<file path="src/rtl/keypad_code_lock_menu_macros.svh">
// ---------------------------------------------------------------------------
// Assertion macros for the keypad code lock
// Shared concurrent-check shorthands, clocked on clk and disabled in reset.
// ---------------------------------------------------------------------------
`ifndef KEYPAD_CODE_LOCK_MENU_MACROS_SVH
`define KEYPAD_CODE_LOCK_MENU_MACROS_SVH

// same-cycle implication
`define KCLM_ASSERT_IMP(lbl, ante, cons, msg) \
  lbl: assert property (@(posedge clk) disable iff (rst) (ante) |-> (cons)) \
    else $error(msg);

// next-cycle implication
`define KCLM_ASSERT_NXT(lbl, ante, cons, msg) \
  lbl: assert property (@(posedge clk) disable iff (rst) (ante) |=> (cons)) \
    else $error(msg);

`endif

</file>
<file path="src/rtl/kclm_pkg.sv">
// ---------------------------------------------------------------------------
// kclm_pkg
// Types, codes and helper functions for the keypad code lock.
// ---------------------------------------------------------------------------
package kclm_pkg;

  localparam logic [3:0] DIGIT_BLANK = 4'd10;
  localparam logic [3:0] DIGIT_MAX   = 4'd9;

  // key codes
  localparam logic [1:0] KEY_K1    = 2'd0;
  localparam logic [1:0] KEY_K2    = 2'd1;
  localparam logic [1:0] KEY_K3    = 2'd2;
  localparam logic [1:0] KEY_ENTER = 2'd3;

  // screen codes as seen on the result channel
  localparam logic [1:0] SCREEN_SPLASH = 2'd0;
  localparam logic [1:0] SCREEN_CODE   = 2'd1;
  localparam logic [1:0] SCREEN_CTRL   = 2'd2;
  localparam logic [1:0] SCREEN_NONE   = 2'd3;

  // configuration register indexes
  localparam logic [1:0] REG_CODE_FIRST  = 2'd0;
  localparam logic [1:0] REG_CODE_SECOND = 2'd1;
  localparam logic [1:0] REG_CODE_THIRD  = 2'd2;
  localparam logic [1:0] REG_ERROR_LIMIT = 2'd3;

  typedef enum logic [2:0] {
    ST_SPLASH = 3'b001,
    ST_CODE   = 3'b010,
    ST_CTRL   = 3'b100
  } screen_state_t;

  typedef struct packed {
    logic [3:0] code_first;
    logic [3:0] code_second;
    logic [3:0] code_third;
    logic [2:0] error_limit;
  } cfg_t;

  typedef struct packed {
    logic       valid;
    logic [1:0] key_id;
  } key_item_t;

  // blank steps to 0, 9 wraps to 0
  function automatic logic [3:0] step_digit(input logic [3:0] d);
    logic [3:0] r;
    if (d >= DIGIT_MAX) r = 4'd0;
    else r = d + 4'd1;
    return r;
  endfunction

  function automatic logic digit_match(input logic [3:0] d, input logic [3:0] code);
    return (d != DIGIT_BLANK) && (d == code);
  endfunction

endpackage

</file>
<file path="src/rtl/kclm_if.sv">
// ---------------------------------------------------------------------------
// Channel interfaces for the keypad code lock
// Key press requests, result requests and configuration writes.
// ---------------------------------------------------------------------------
interface kclm_key_if;
  logic       valid;
  logic       ready;
  logic [1:0] key_id;

  modport source (output valid, output key_id, input ready);
  modport sink   (input valid, input key_id, output ready);
endinterface

interface kclm_res_if;
  logic       valid;
  logic       ready;
  logic [1:0] screen;
  logic       page;
  logic       led_on;
  logic       beeper_on;
  logic [3:0] digit_first;
  logic [3:0] digit_second;
  logic [3:0] digit_third;
  logic       alarm_pulse;
  logic [2:0] error_count;

  modport source (output valid, output screen, output page, output led_on,
                  output beeper_on, output digit_first, output digit_second,
                  output digit_third, output alarm_pulse, output error_count,
                  input ready);
  modport sink   (input valid, input screen, input page, input led_on,
                  input beeper_on, input digit_first, input digit_second,
                  input digit_third, input alarm_pulse, input error_count,
                  output ready);
endinterface

interface kclm_cfg_if;
  logic       valid;
  logic       ready;
  logic [1:0] index;
  logic [3:0] data;

  modport source (output valid, output index, output data, input ready);
  modport sink   (input valid, input index, input data, output ready);
endinterface

</file>
<file path="src/rtl/kclm_cfg_regs.sv">
// ---------------------------------------------------------------------------
// kclm_cfg_regs
// Code and error-limit registers, written through the configuration port.
// ---------------------------------------------------------------------------
module kclm_cfg_regs
  import kclm_pkg::*;
(
  input  logic       clk,
  input  logic       rst,
  kclm_cfg_if.sink   cfg,
  output cfg_t       regs
);

  assign cfg.ready = 1'b1;

  always_ff @(posedge clk) begin
    if (rst) begin
      regs.code_first  <= 4'd1;
      regs.code_second <= 4'd2;
      regs.code_third  <= 4'd3;
      regs.error_limit <= 3'd3;
    end else if (cfg.valid) begin
      case (cfg.index)
        REG_CODE_FIRST:  regs.code_first  <= cfg.data;
        REG_CODE_SECOND: regs.code_second <= cfg.data;
        REG_CODE_THIRD:  regs.code_third  <= cfg.data;
        REG_ERROR_LIMIT: regs.error_limit <= cfg.data[2:0];
        default: ;
      endcase
    end
  end

endmodule

</file>
<file path="src/rtl/kclm_in_reg.sv">
// ---------------------------------------------------------------------------
// kclm_in_reg
// Input register for key press requests; refills in the cycle it drains.
// ---------------------------------------------------------------------------
module kclm_in_reg
  import kclm_pkg::*;
(
  input  logic       clk,
  input  logic       rst,
  kclm_key_if.sink   keys,
  input  logic       take,
  output key_item_t  item
);

  logic       valid;
  logic [1:0] key_id;

  assign keys.ready = !valid || take;

  always_ff @(posedge clk) begin
    if (rst) begin
      valid <= 1'b0;
    end else if (keys.ready) begin
      valid <= keys.valid;
    end
  end

  always_ff @(posedge clk) begin
    if (keys.ready && keys.valid) begin
      key_id <= keys.key_id;
    end
  end

  assign item.valid  = valid;
  assign item.key_id = key_id;

endmodule

</file>
<file path="src/rtl/kclm_core.sv">
// ---------------------------------------------------------------------------
// kclm_core
// Menu state machine and code check. The state registers double as the
// result register: they only move when the previous result is taken.
// ---------------------------------------------------------------------------
module kclm_core
  import kclm_pkg::*;
(
  input  logic       clk,
  input  logic       rst,
  input  cfg_t       regs,
  input  key_item_t  item,
  output logic       take,
  kclm_res_if.source res
);

  screen_state_t state, state_next;
  logic          page, page_next;
  logic          led, led_next;
  logic          beeper, beeper_next;
  logic [3:0]    digits [3];
  logic [3:0]    digits_next [3];
  logic [2:0]    wrong_count, wrong_count_next;
  logic          alarm, alarm_next;
  logic          out_valid;
  logic [2:0]    bumped;
  logic          code_ok;

  assign take = item.valid && (!out_valid || res.ready);

  assign bumped  = wrong_count + 3'd1;
  assign code_ok = digit_match(digits[0], regs.code_first) &&
                   digit_match(digits[1], regs.code_second) &&
                   digit_match(digits[2], regs.code_third);

  always_comb begin
    state_next       = state;
    page_next        = page;
    led_next         = led;
    beeper_next      = beeper;
    digits_next      = digits;
    wrong_count_next = wrong_count;
    alarm_next       = 1'b0;
    case (state)
      ST_SPLASH: begin
        if (item.key_id == KEY_ENTER) state_next = ST_CODE;
      end
      ST_CODE: begin
        if (item.key_id == KEY_ENTER) begin
          if (code_ok) begin
            state_next = ST_CTRL;
          end else if (bumped >= regs.error_limit) begin
            alarm_next       = 1'b1;
            wrong_count_next = 3'd0;
          end else begin
            wrong_count_next = bumped;
          end
          digits_next[0] = DIGIT_BLANK;
          digits_next[1] = DIGIT_BLANK;
          digits_next[2] = DIGIT_BLANK;
        end else begin
          digits_next[item.key_id] = step_digit(digits[item.key_id]);
        end
      end
      ST_CTRL: begin
        case (item.key_id)
          KEY_K1:    led_next    = !led;
          KEY_K2:    beeper_next = !beeper;
          KEY_ENTER: page_next   = !page;
          default: ;
        endcase
      end
      default: ;
    endcase
  end

  always_ff @(posedge clk) begin
    if (rst) begin
      state       <= ST_SPLASH;
      page        <= 1'b0;
      led         <= 1'b0;
      beeper      <= 1'b0;
      digits[0]   <= DIGIT_BLANK;
      digits[1]   <= DIGIT_BLANK;
      digits[2]   <= DIGIT_BLANK;
      wrong_count <= 3'd0;
      alarm       <= 1'b0;
      out_valid   <= 1'b0;
    end else begin
      if (take) begin
        state       <= state_next;
        page        <= page_next;
        led         <= led_next;
        beeper      <= beeper_next;
        digits      <= digits_next;
        wrong_count <= wrong_count_next;
        alarm       <= alarm_next;
        out_valid   <= 1'b1;
      end else if (res.ready) begin
        out_valid   <= 1'b0;
      end
    end
  end

  always_comb begin
    case (state)
      ST_SPLASH: res.screen = SCREEN_SPLASH;
      ST_CODE:   res.screen = SCREEN_CODE;
      ST_CTRL:   res.screen = SCREEN_CTRL;
      default:   res.screen = SCREEN_NONE;
    endcase
  end

  assign res.valid        = out_valid;
  assign res.page         = page;
  assign res.led_on       = led;
  assign res.beeper_on    = beeper;
  assign res.digit_first  = digits[0];
  assign res.digit_second = digits[1];
  assign res.digit_third  = digits[2];
  assign res.alarm_pulse  = alarm;
  assign res.error_count  = wrong_count;

endmodule

</file>
<file path="src/rtl/keypad_code_lock_menu.sv">
// ---------------------------------------------------------------------------
// keypad_code_lock_menu
// Three-digit code lock with splash, code-entry and control screens.
//
//   channel   dir   width  contents
//   keys      in    2      key_id
//   results   out   21     screen, page, led/beeper, three digits, alarm, count
//   cfg       in    2+4    register index, write data
//
// One key request per cycle sustained while results are taken; each request
// is registered in the input register, then in the state/result registers.
// Synchronous reset returns to the splash screen with blank digits and the
// default code 1-2-3, limit 3. A stalled result holds the state; the input
// register still takes one more request meanwhile. Config writes never stall.
// ---------------------------------------------------------------------------
`include "keypad_code_lock_menu_macros.svh"

module keypad_code_lock_menu
  import kclm_pkg::*;
(
  input  logic       clk,
  input  logic       rst,
  kclm_key_if.sink   keys,
  kclm_res_if.source results,
  kclm_cfg_if.sink   cfg
);

  cfg_t      regs;
  key_item_t item;
  logic      take;
  logic      alarm_seen;
  logic      splash_seen;
  logic      digits_blank;

  kclm_cfg_regs u_cfg_regs (
    .clk  (clk),
    .rst  (rst),
    .cfg  (cfg),
    .regs (regs)
  );

  kclm_in_reg u_in_reg (
    .clk  (clk),
    .rst  (rst),
    .keys (keys),
    .take (take),
    .item (item)
  );

  kclm_core u_core (
    .clk  (clk),
    .rst  (rst),
    .regs (regs),
    .item (item),
    .take (take),
    .res  (results)
  );

  assign alarm_seen   = results.valid && results.alarm_pulse;
  assign splash_seen  = results.valid && (results.screen == SCREEN_SPLASH);
  assign digits_blank = (results.digit_first == DIGIT_BLANK) &&
                        (results.digit_second == DIGIT_BLANK) &&
                        (results.digit_third == DIGIT_BLANK);

  // an alarm always restarts the wrong-entry count
  `KCLM_ASSERT_IMP(a_alarm_clears, alarm_seen, results.error_count == 3'd0, "alarm with count")

  // alarms only come from a failed code entry
  `KCLM_ASSERT_IMP(a_alarm_screen, alarm_seen, results.screen == SCREEN_CODE, "alarm off code screen")

  // splash screen shows blank digits
  `KCLM_ASSERT_IMP(a_splash_blank, splash_seen, digits_blank, "digits set on splash screen")

  // once unlocked, the control screen is kept
  `KCLM_ASSERT_NXT(a_ctrl_sticky, results.screen == SCREEN_CTRL, results.screen == SCREEN_CTRL, "left control")

endmodule

</file>
<file path="src/flat_wrapper.sv">
// flat-port wrapper written by rule: the top's interface ports become plain ports
module keypad_code_lock_menu_flat import kclm_pkg::*;
  (clk, rst, keys_valid, keys_key_id, keys_ready, results_valid, results_screen, results_page, results_led_on, results_beeper_on, results_digit_first, results_digit_second, results_digit_third, results_alarm_pulse, results_error_count, results_ready, cfg_valid, cfg_index, cfg_data, cfg_ready);
  kclm_key_if keys_i ();
  kclm_res_if results_i ();
  kclm_cfg_if cfg_i ();
  input  logic clk;
  input  logic rst;
  input wire logic [$bits(keys_i.valid)-1:0] keys_valid;
  input wire logic [$bits(keys_i.key_id)-1:0] keys_key_id;
  output wire logic [$bits(keys_i.ready)-1:0] keys_ready;
  output wire logic [$bits(results_i.valid)-1:0] results_valid;
  output wire logic [$bits(results_i.screen)-1:0] results_screen;
  output wire logic [$bits(results_i.page)-1:0] results_page;
  output wire logic [$bits(results_i.led_on)-1:0] results_led_on;
  output wire logic [$bits(results_i.beeper_on)-1:0] results_beeper_on;
  output wire logic [$bits(results_i.digit_first)-1:0] results_digit_first;
  output wire logic [$bits(results_i.digit_second)-1:0] results_digit_second;
  output wire logic [$bits(results_i.digit_third)-1:0] results_digit_third;
  output wire logic [$bits(results_i.alarm_pulse)-1:0] results_alarm_pulse;
  output wire logic [$bits(results_i.error_count)-1:0] results_error_count;
  input wire logic [$bits(results_i.ready)-1:0] results_ready;
  input wire logic [$bits(cfg_i.valid)-1:0] cfg_valid;
  input wire logic [$bits(cfg_i.index)-1:0] cfg_index;
  input wire logic [$bits(cfg_i.data)-1:0] cfg_data;
  output wire logic [$bits(cfg_i.ready)-1:0] cfg_ready;
  assign keys_i.valid = keys_valid;
  assign keys_i.key_id = keys_key_id;
  assign keys_ready = keys_i.ready;
  assign results_valid = results_i.valid;
  assign results_screen = results_i.screen;
  assign results_page = results_i.page;
  assign results_led_on = results_i.led_on;
  assign results_beeper_on = results_i.beeper_on;
  assign results_digit_first = results_i.digit_first;
  assign results_digit_second = results_i.digit_second;
  assign results_digit_third = results_i.digit_third;
  assign results_alarm_pulse = results_i.alarm_pulse;
  assign results_error_count = results_i.error_count;
  assign results_i.ready = results_ready;
  assign cfg_i.valid = cfg_valid;
  assign cfg_i.index = cfg_index;
  assign cfg_i.data = cfg_data;
  assign cfg_ready = cfg_i.ready;
  keypad_code_lock_menu u_core (.clk(clk), .rst(rst), .keys(keys_i), .results(results_i), .cfg(cfg_i));
endmodule
</file>
<file path="config.mk">
export PLATFORM = sky130hd
export DESIGN_NAME = keypad_code_lock_menu_flat
export DESIGN_NICKNAME = d
export VERILOG_FILES = /design/src/rtl/kclm_pkg.sv /design/src/rtl/kclm_if.sv /design/src/rtl/kclm_cfg_regs.sv /design/src/rtl/kclm_in_reg.sv /design/src/rtl/kclm_core.sv /design/src/rtl/keypad_code_lock_menu.sv /design/src/flat_wrapper.sv
export VERILOG_INCLUDE_DIRS = /design/src /design/src/rtl
export SDC_FILE = /design/constraint.sdc
export NUM_CORES = 1
export LEC_CHECK = 0
export ABC_AREA = 0
export BUFFER_PORTS_ARGS = -buffer_cell sky130_fd_sc_hd__buf_2
export CAP_MARGIN = 15
export CORE_ASPECT_RATIO = 2
export CORE_MARGIN = 10
export CORE_UTILIZATION = 50
export DETAILED_ROUTE_END_ITERATION = 10
export GPL_TIMING_DRIVEN = 0
export PLACE_DENSITY = 0.82
export SYNTH_ARGS = -nofsm -noshare
export SYNTH_HDL_FRONTEND = slang
export SYNTH_SLANG_ARGS = --single-unit
</file>
<file path="constraint.sdc">
create_clock -name clk -period 2.1 [get_ports clk]
set_input_delay 0.315 -clock clk [delete_from_list [all_inputs] [get_ports clk]]
set_output_delay 0.315 -clock clk [all_outputs]
set_load 0.02 [all_outputs]
</file>
==> summary.txt <==
Status
  – Outcome: complete, no violations

Worst setup path
  – Max incr delay on CP: 0.43 ns
  – CP Launch Type: register
  – CP max stage cell: edfxtp_1
  – Most used cell, CP: nor2_1
  – Top delay family on crit path: flip-flops
  – R2R cell count: 10
  – CP Capture Type: register
  – Critical path startpoint: u_core.u_in_reg.key_id[0]$_DFFE_PP_
  – CP arrival: 2.27 ns
  – Reg-to-Reg End: u_core.u_core.res.digit_second[2]$_SDFFE_PP0P_
  – Buf/Inv on CP: 3
  – Crit Path Max Fanout: 6
  – CP Class: register to register
  – Worst Setup EP: u_core.u_core.res.digit_second[2]$_SDFFE_PP0P_
  – RR Startpoint: u_core.u_in_reg.key_id[0]$_DFFE_PP_
  – Register-to-register setup slack: 0.003 ns
  – Critical path data required time: 2.28 ns
  – Critical-path cell list: buf_6 -> mux2i_1 -> nor2_1 -> a21oi_2 -> inv_2 -> buf_4 -> ha_1 -> xor2_1 -> a32oi_1 -> nor2_1
  – Critical Path Stages: 10

Synth
  – Syn nets: 267
  – Mean Syn Cell Area: 8.99 um^2
  – Register bit total from synthesis: 41
  – Netlist cell types: 47
  – Post-synth EDFFs: 2
  – Cells after Synth: 243
  – Ys Warns: 0
  – Most common flop cell mapped by yosys: dfxtp_1
  – Sequential area share after synthesis: 38.5%
  – Area of the mapped netlist: 2180 um^2
  – Asr flop ratio synth: 0%

Pwr
  – Internal: 1.31 mW
  – Seq pwr share: 47.6%
  – Static leakage: 1.21 nW
  – Net Switching: 0.410 mW
  – VDD IR-drop max: 0.481 mV
  – Logic gate share of total power: 11.1%
  – Switching power share of the total: 23.8%
  – Clock power share: 41.4%
  – PD cells: 641 nW/um^2

Die
  – Die Area: 7570 um^2
  – Vert. Die Dim: 113 um
  – Core area: 4300 um^2
  – Starting Density: 50.8%
  – # IOs: 37
  – Num rows: 34
  – DIE WIDTH: 66.7 um

Layout
  – Area growth, synth to finish: 22.8%
  – Nets: 318
  – Antenna diodes: 0
  – Share of cells above drive strength 1: 22.0%

Hold path
  – Class of the worst hold path: input port to register
  – Cell count of the worst hold path: 1

CTS
  – Root buffer cell: clkbuf_8
  – TritonCTS clock tree: done
  – TritonCTS Buffers: 5
  – Skew-Pair Late Insertion Delay: 0.30 ns
  – # clock sinks: 41
  – Hold buffers post-CTS: 0
  – Clk buf depth: 2
  – H-tree Lvls: 2
  – Clock slew at reported path FFs: 0.08 ns

Routing
  – Via density: 5.60
  – Router iterations before antenna repair: 6
  – DRC: 0
  – WL final: 5.81 mm
  – Antenna Nets Post-Route: 0
  – Drt wl/cell: 16.7 um
  – Initial DRC Count: 115
  – Vias: 1,955

Timing
  – Slew Limit Fails: 0
  – Skew final: 0.00393 ns
  – Period utilisation layout: 99.8%
  – Hold_ws: 0.187 ns
  – Rel. slew slack: 46.6%
  – Final setup viols: 0
  – Achievable Freq: 477 MHz
  – Final Hold Fails: 0
  – Worst slew pin tran: 0.799 ns
  – Fin crit period: 2.10 ns
  – Setup TNS: 0 ns

Placement
  – Final HPWL DP: 4.18 mm
  – IO buf count: 34
  – Gpl congestion: 0.922

Global route
  – GRT Util Overall: 15.7%
  – Largest net degree at the start of global routing: 14
  – Vias in the first global route: 2,005
  – First-pass GRT wire length: 9.43 mm
  – Initial antenna violation count: 0
  – GRT overflow: 0

Flow run
  – Max-cap violations: 0
-- stage by stage --
step	area [um^2]	total power, mW	util [%]	setup WS, ns	cells
after global routing	2680	1.79	62.4	-0.0902	349
after detailed placement	2430	0.998	56.6	-0.300	331
after floorplan	2200	0.947	-	0.0111	243
after CTS	2590	1.70	60.4	0.00889	341
after global placement	2430	0.993	56.6	-0.238	331
final	2680	1.72	62.4	0.00337	349
-- power groups by stage --
stage	Clock [mW]	Combinational, mW	Sequential (mW)
6_report	0.712	0.190	0.819
5_1_grt	0.757	0.210	0.822
4_1_cts	0.716	0.170	0.818
3_5_place_dp	0	0.162	0.836
3_3_place_gp	0	0.158	0.835
2_1_floorplan	0	0.111	0.836
-- how the worst min path moves through the flow --
stage	startpoint	slack [ns]	to
after floorplan	keys_key_id[0]	0.41	u_core.u_in_reg.key_id[0]$_DFFE_PP_
after global placement	u_core.u_cfg_regs.regs[4]$_SDFFE_PP1P_	0.47	u_core.u_cfg_regs.regs[4]$_SDFFE_PP1P_
after detailed placement	u_core.u_cfg_regs.regs[4]$_SDFFE_PP1P_	0.47	u_core.u_cfg_regs.regs[4]$_SDFFE_PP1P_
after CTS	keys_key_id[1]	0.19	u_core.u_in_reg.key_id[1]$_DFFE_PP_
after global routing	keys_key_id[0]	0.18	u_core.u_in_reg.key_id[0]$_DFFE_PP_
final	keys_key_id[1]	0.19	u_core.u_in_reg.key_id[1]$_DFFE_PP_
-- flip-flops by register name (all words and copies together) (netlist names), 2 cells and up --
signal                          cells
u_core.u_core.res.error_count       3
u_core.u_core.state                 3
u_core.u_core.res.digit_first       4
u_core.u_core.res.digit_third       4
u_core.u_core.res.digit_second      4
u_core.u_cfg_regs.regs             15
u_core.u_in_reg.key_id              2
-- final cells by class --
class / count / area, um^2
clock buffers: 6 / 93.8
fillers: 364 / 1610
well taps: 54 / 67.6
repair buffers: 44 / 246
clock inverters: 2 / 35.0
inverters: 14 / 52.6
flip-flops and latches: 41 / 841
plain buffers: 11 / 52.6
multi-input cells: 177 / 1290
-- cell usage after synthesis (3+ instances only) --
master,number,area [um^2]
dfxtp_1,39,781
nor2_1,33,124
mux2i_1,16,160
inv_1,14,52.6
xor2_1,13,114
nand2b_1,12,75.1
a21oi_1,11,55.1
ha_1,11,138
clkbuf_1,9,33.8
nand3_1,7,35.0
a32oi_1,6,52.6
nand3b_1,6,45.0
nor2b_1,6,37.5
nand2_1,5,18.8
o21ai_0,4,20.0
a211o_1,3,26.3
a22oi_1,3,22.5
nor3b_1,3,22.5
o2bb2ai_1,3,26.3
xnor2_1,3,26.3
-- placed cells by master, fill, tap and decap left out, types with 3 or more instances in the layout --
cell / synthesis / routed
nor2b_1: 6 / 5
buf_4: 1 / 9
nand3b_1: 6 / 6
nor2_1: 33 / 33
xnor2_1: 3 / 3
nand2_1: 5 / 5
ha_1: 11 / 10
buf_2: 1 / 35
a32oi_1: 6 / 6
o21ai_0: 4 / 3
nand3_1: 7 / 7
clkbuf_1: 9 / 9
a211o_1: 3 / 3
inv_1: 14 / 12
mux2i_1: 16 / 16
a21oi_1: 11 / 10
xor2_1: 13 / 13
dfxtp_1: 39 / 39
nor3b_1: 3 / 3
a22oi_1: 3 / 3
nand2b_1: 12 / 11
clkbuf_8: 0 / 5
-- timing repair --
item / CTS / global route
pin swaps: 2 / 4
gates resized for setup: 4 / 9
endpoints found under the setup margin: 12 / 13
buffers inserted: 2 / 7
cloned: 0 / 1
-- kinds of logic (layout without fill, tap and decap cells) --
| group | Yosys count | count (layout) | synth area share (%) |
|---|---|---|---|
| compound gates | 45 | 45 | 15.1 |
| xor+xnor | 16 | 16 | 6.41 |
| fa+ha+maj | 11 | 11 | 6.30 |
| buf+inv | 25 | 77 | 4.52 |
| flops | 41 | 41 | 38.5 |
| mux | 16 | 16 | 7.33 |
| other cells | 1 | 1 | 0.172 |
| simple gates | 88 | 88 | 21.6 |
-- per-layer routing --
metal / wire [um] / global-route usage, % / up-vias / part of all wire (%)
met2: 3080 / 27.0 / 71 / 53
met3: 316 / 4.32 / 26 / 5.4
met5: 0 / 0 / - / 0
met1: 2080 / 15.2 / 902 / 36
met4: 338 / 11.1 / 0 / 5.8
li1: - / - / 956 / -
Note: power is estimated with default switching activity, not from simulation.
